--- src/rtl/core/ssbd_ram.sv ---
module ssbd_ram #(
  parameter int unsigned WIDTH = 8,
  parameter int unsigned DEPTH = 16,
  localparam int unsigned AW = (DEPTH > 1) ? $clog2(DEPTH) : 1
) (
  input  logic             clk_i,
  input  logic             we_i,
  input  logic [AW-1:0]    waddr_i,
  input  logic [WIDTH-1:0] wdata_i,
  input  logic             re_i,
  input  logic [AW-1:0]    raddr_i,
  output logic [WIDTH-1:0] rdata_o
);

  logic [WIDTH-1:0] mem_q [DEPTH];
  logic [WIDTH-1:0] rdata_q;

  // One write port, one registered read port; the read data holds when no read is issued.
  always_ff @(posedge clk_i) begin
    if (we_i) begin
      mem_q[waddr_i] <= wdata_i;
    end
    if (re_i) begin
      rdata_q <= mem_q[raddr_i];
    end
  end

  assign rdata_o = rdata_q;

endmodule

--- config.mk ---
export PLATFORM = sky130hd
export DESIGN_NAME = ssbd_ram
export DESIGN_NICKNAME = d
export VERILOG_FILES = /design/src/rtl/core/ssbd_ram.sv
export SDC_FILE = /design/constraint.sdc
export NUM_CORES = 1
export LEC_CHECK = 0
export ABC_AREA = 1
export BUFFER_PORTS_ARGS = -buffer_cell sky130_fd_sc_hd__buf_2
export CORE_UTILIZATION = 61
export CTS_CLUSTER_DIAMETER = 150
export DETAILED_ROUTE_END_ITERATION = 10
export PLACE_DENSITY = 0.81
export SLEW_MARGIN = 15
export SYNTH_ARGS = -nofsm -noshare
export SYNTH_HDL_FRONTEND = slang
export SYNTH_SLANG_ARGS = --single-unit
--- constraint.sdc ---
create_clock -name clk_i -period 1.1 [get_ports clk_i]
set_input_delay 0.055 -clock clk_i [delete_from_list [all_inputs] [get_ports clk_i]]
set_output_delay 0.055 -clock clk_i [all_outputs]
set_load 0.03 [all_outputs]
## Word-level counts from Yosys, hierarchy flattened

Memories as Yosys holds them, arrays and structs flattened. A register that Yosys moved wholly into a read port is not among the register bits.
Cells that the tools add are included.

| operators by class | value |
|---|---|
| mux-type cells | 2 |

Operators with widths:

| operator | count |
|---|---|
| $mux 1 | 2 |

| storage, ports and cells | value |
|---|---|
| register bits after elaboration | 0 |
| bits in writable memories | 128 |
| bits of input ports | 19 |
| output and inout bits | 8 |
| logic and storage cells | 3 |
| memories kept | 1 |

Memory list:

| name | words | bits a word | read ports | clocked after memory_dff | wr ports | line | RTL |
|---|---|---|---|---|---|---|---|
| mem_q | 16 | 8 | 1 | 1 | 1 | 15 | `logic [WIDTH-1:0] mem_q [DEPTH];` |

## Depth between registers and ports, before layout

| logic depth | value |
|---|---|
| depth after elaboration | 2 |
| gate-level depth with buffers | 8 |
| depth with buffers taken out | 7 |

## Least setup slack after synthesis

No wires, ideal clock.

| timing | value |
|---|---|
| kind | input -> register |
| from | input waddr_i[3] |
| to | memory mem_q[4][0] (enable) |
| library setup time | 370 ps |
| arrival time | 636 ps |
| data required time | 730 ps |
| setup slack | 94 ps |
| stages | 2 |
| path buffers | 0 |
| cells stage by stage | nand3b_1 > nor2_1 |

RTL lines:

| element | line | RTL |
|---|---|---|
| start: declaration | 8 | `input logic [AW-1:0] waddr_i,` |
| end: declaration | 15 |  |

No word-level cell before the write port.

## Final worst setup path

| timing | value |
|---|---|
| from | register rdata_q[1] (netlist: rdata_o[1]), read port of mem_q |
| to | output rdata_o[1] |

RTL lines:

| element | line | RTL |
|---|---|---|
| start: declaration | 16 | `logic [WIDTH-1:0] rdata_q;` |
| end: declaration | 12 | `output logic [WIDTH-1:0] rdata_o` |

No word-level cell between the ends.

==> reports/results.tsv <==
metric	value	unit
core-area	9280	um^2
num_rows	35	
clkTransAtPathRegs	0.06	ns
hold_depth	4	
irDropWorstVdd	1.15	mV
vias	4230	
viasPerCell	5.65	
grt_max_degree	48	
ys.warnings.count	0	
r2r_start	mem_q[9][1]	
setup.worst_path.start_class	register	
htreeDepth	4	
grt-ovfl-total	0	
cap_viol_max_count	0	
use_met1	40.1	%
layout.cells.most_common	nand2_1	
violations	setup timing	
hp-class	input pin to register	
port_buffers	26	
seq_area_frac_synth	69.8	%
io_pins	27	
hold_viol_final	0	
cts_made_buffers	17	
fin_crit	1.17	ns
hp-start	raddr_i[3]	
drtAntennaViolNets	0	
wl	14.5	mm
grt_pass1_vias	3963	
critPathTopFamily	flip-flops	
place.gp.congestion	0.900	
syn_area	5850	um^2
setup_viol	14	
die_y	99.9	um
worst-path-buf-inv	1	
whs	0.0930	ns
grtUsageTotal	30.1	%
cts_root_buffer	clkbuf_8	
critPathMaxStageDelay	0.42	ns
clk_path_buf_depth	2	
syn_nets	570	
layout_common_cells	163 x nand2_1, 136 x edfxtp_1, 98 x inv_1	
fin_setup_tns	-0.502	ns
path_depth	1	
drtIter0Drc	579	
post-route-util	77.3	%
rrSetupSlack	-0.04	ns
diodes	0	
crit_path_top_delay_cell	edfxtp_1	
top_usage_layer	met2	
layout.nets	626	
ys_types	11	
grtUsageMet2	46.3	%
dp_hpwl	8.28	mm
fin_ws	-0.0671	ns
crit_path_cell_trace	buf_6	
grt_use_met3	7.73	%
synth-seq-cells	136	
end_kind	output port	
period_share	106	%
worst_slew_pin_slew	0.658	ns
grt_pass1_wl	21.3	mm
critPathKind	register to output port	
post_drt_wl_per_cell	19.4	um
worstPathArrival	1.11	ns
holdPathEnd	rdata_o[7]	
initial_utilization	63.0	%
cts_sinks	136	
fmax	857	MHz
worstSkewPairLatency	0.53	ns
synth.avg_cell_area	10.6	um^2
drive_gt1_share	23.2	%
antenna_found_initial	0	
max_slew_margin	56.1	%
postCtsSetupBuffers	0	
leakagePower	0.00310	uW
drt-pass1-iter-count	7	
r2r_end	rdata_o[1]	
rsz0062_at_grt	yes	
post-route-drc-count	0	
crit_required	1.04	ns
crit_fanout	1	
status	complete, but fails checks	
fin_skew	0.00521	ns
powerDensity	1720	nW/um^2
syn_to_final_growth	22.8	%
dieWidth	99.9	um
cts_tree	yes	
dieArea	9980	um^2
r2r_cells	6	
slew_violations	0	
syn_inst	551	
-- flip-flops by register name, summed over array words and instances (netlist names) --
signal,count
rdata_o,8
mem_q,128
-- repair_timing --
| action | in CTS | in global routing |
|---|---|---|
| hold endpoints to repair | 136 | 0 |
| gates resized for setup | 32 | 45 |
| endpoints found under the setup margin | 16 | 16 |
| pin swaps | 8 | 28 |
| hold buffers | 9 | 0 |
-- through the flow --
stage | total power (uW) | setup slack, ns | instance area, um^2 | std cells
2_1_floorplan | 6430 | 0.0942 | 5850 | 551
3_3_place_gp | 6700 | -0.131 | 6190 | 708
3_5_place_dp | 6740 | -0.140 | 6190 | 708
4_1_cts | 12300 | -0.0858 | 6990 | 749
5_1_grt | 12600 | -0.118 | 7180 | 749
6_report | 12400 | -0.0671 | 7180 | 749
-- kinds of logic (layout without fill, tap and decap cells) --
kind of cell / Yosys count / after routing / synth area share (%)
simple gates: 289 / 289 / 20.8
flops: 136 / 136 / 69.8
buf+inv: 126 / 195 / 9.39
-- worst max path at each step --
stage,slack [ns],start,end
after detailed placement,-0.14,raddr_i[0],rdata_o[6]
final,-0.07,rdata_o[1],rdata_o[1]
after global routing,-0.12,mem_q[9][1],rdata_o[1]
after CTS,-0.09,rdata_o[1],rdata_o[1]
after global placement,-0.13,raddr_i[0],rdata_o[2]
after floorplan,0.09,waddr_i[3],mem_q[4][0]
-- report_power, final --
part	switching [uW]	leakage (uW)	internal [uW]
Combinational	633	0.00159	299
Clock	2100	0.000267	3440
Sequential	42.5	0.00124	5840
-- Yosys cell counts (all sizes together) --
cell type / instances / share of area, %
edfxtp: 136 / 70
inv: 102 / 6.5
nand2: 173 / 11
nand3: 97 / 8.3
nand3b: 2 / 0.26
buf: 24 / 2.8
nor2: 17 / 1.1
-- layout make-up --
class | instances | area [um^2]
clock inverters | 12 | 151
multi-input cells | 289 | 1480
inverters | 102 | 383
clock buffers | 20 | 425
flip-flops and latches | 136 | 4080
repair buffers | 61 | 490
well taps | 129 | 161
fillers | 534 | 2100
-- routing by layer --
layer / up-vias / wire length [um]
li1: 1901 / -
met1: 1951 / 5300
met2: 322 / 6840
met3: 56 / 1810
met4: 0 / 599
met5: - / 0
(Power assumes the default switching activity.)
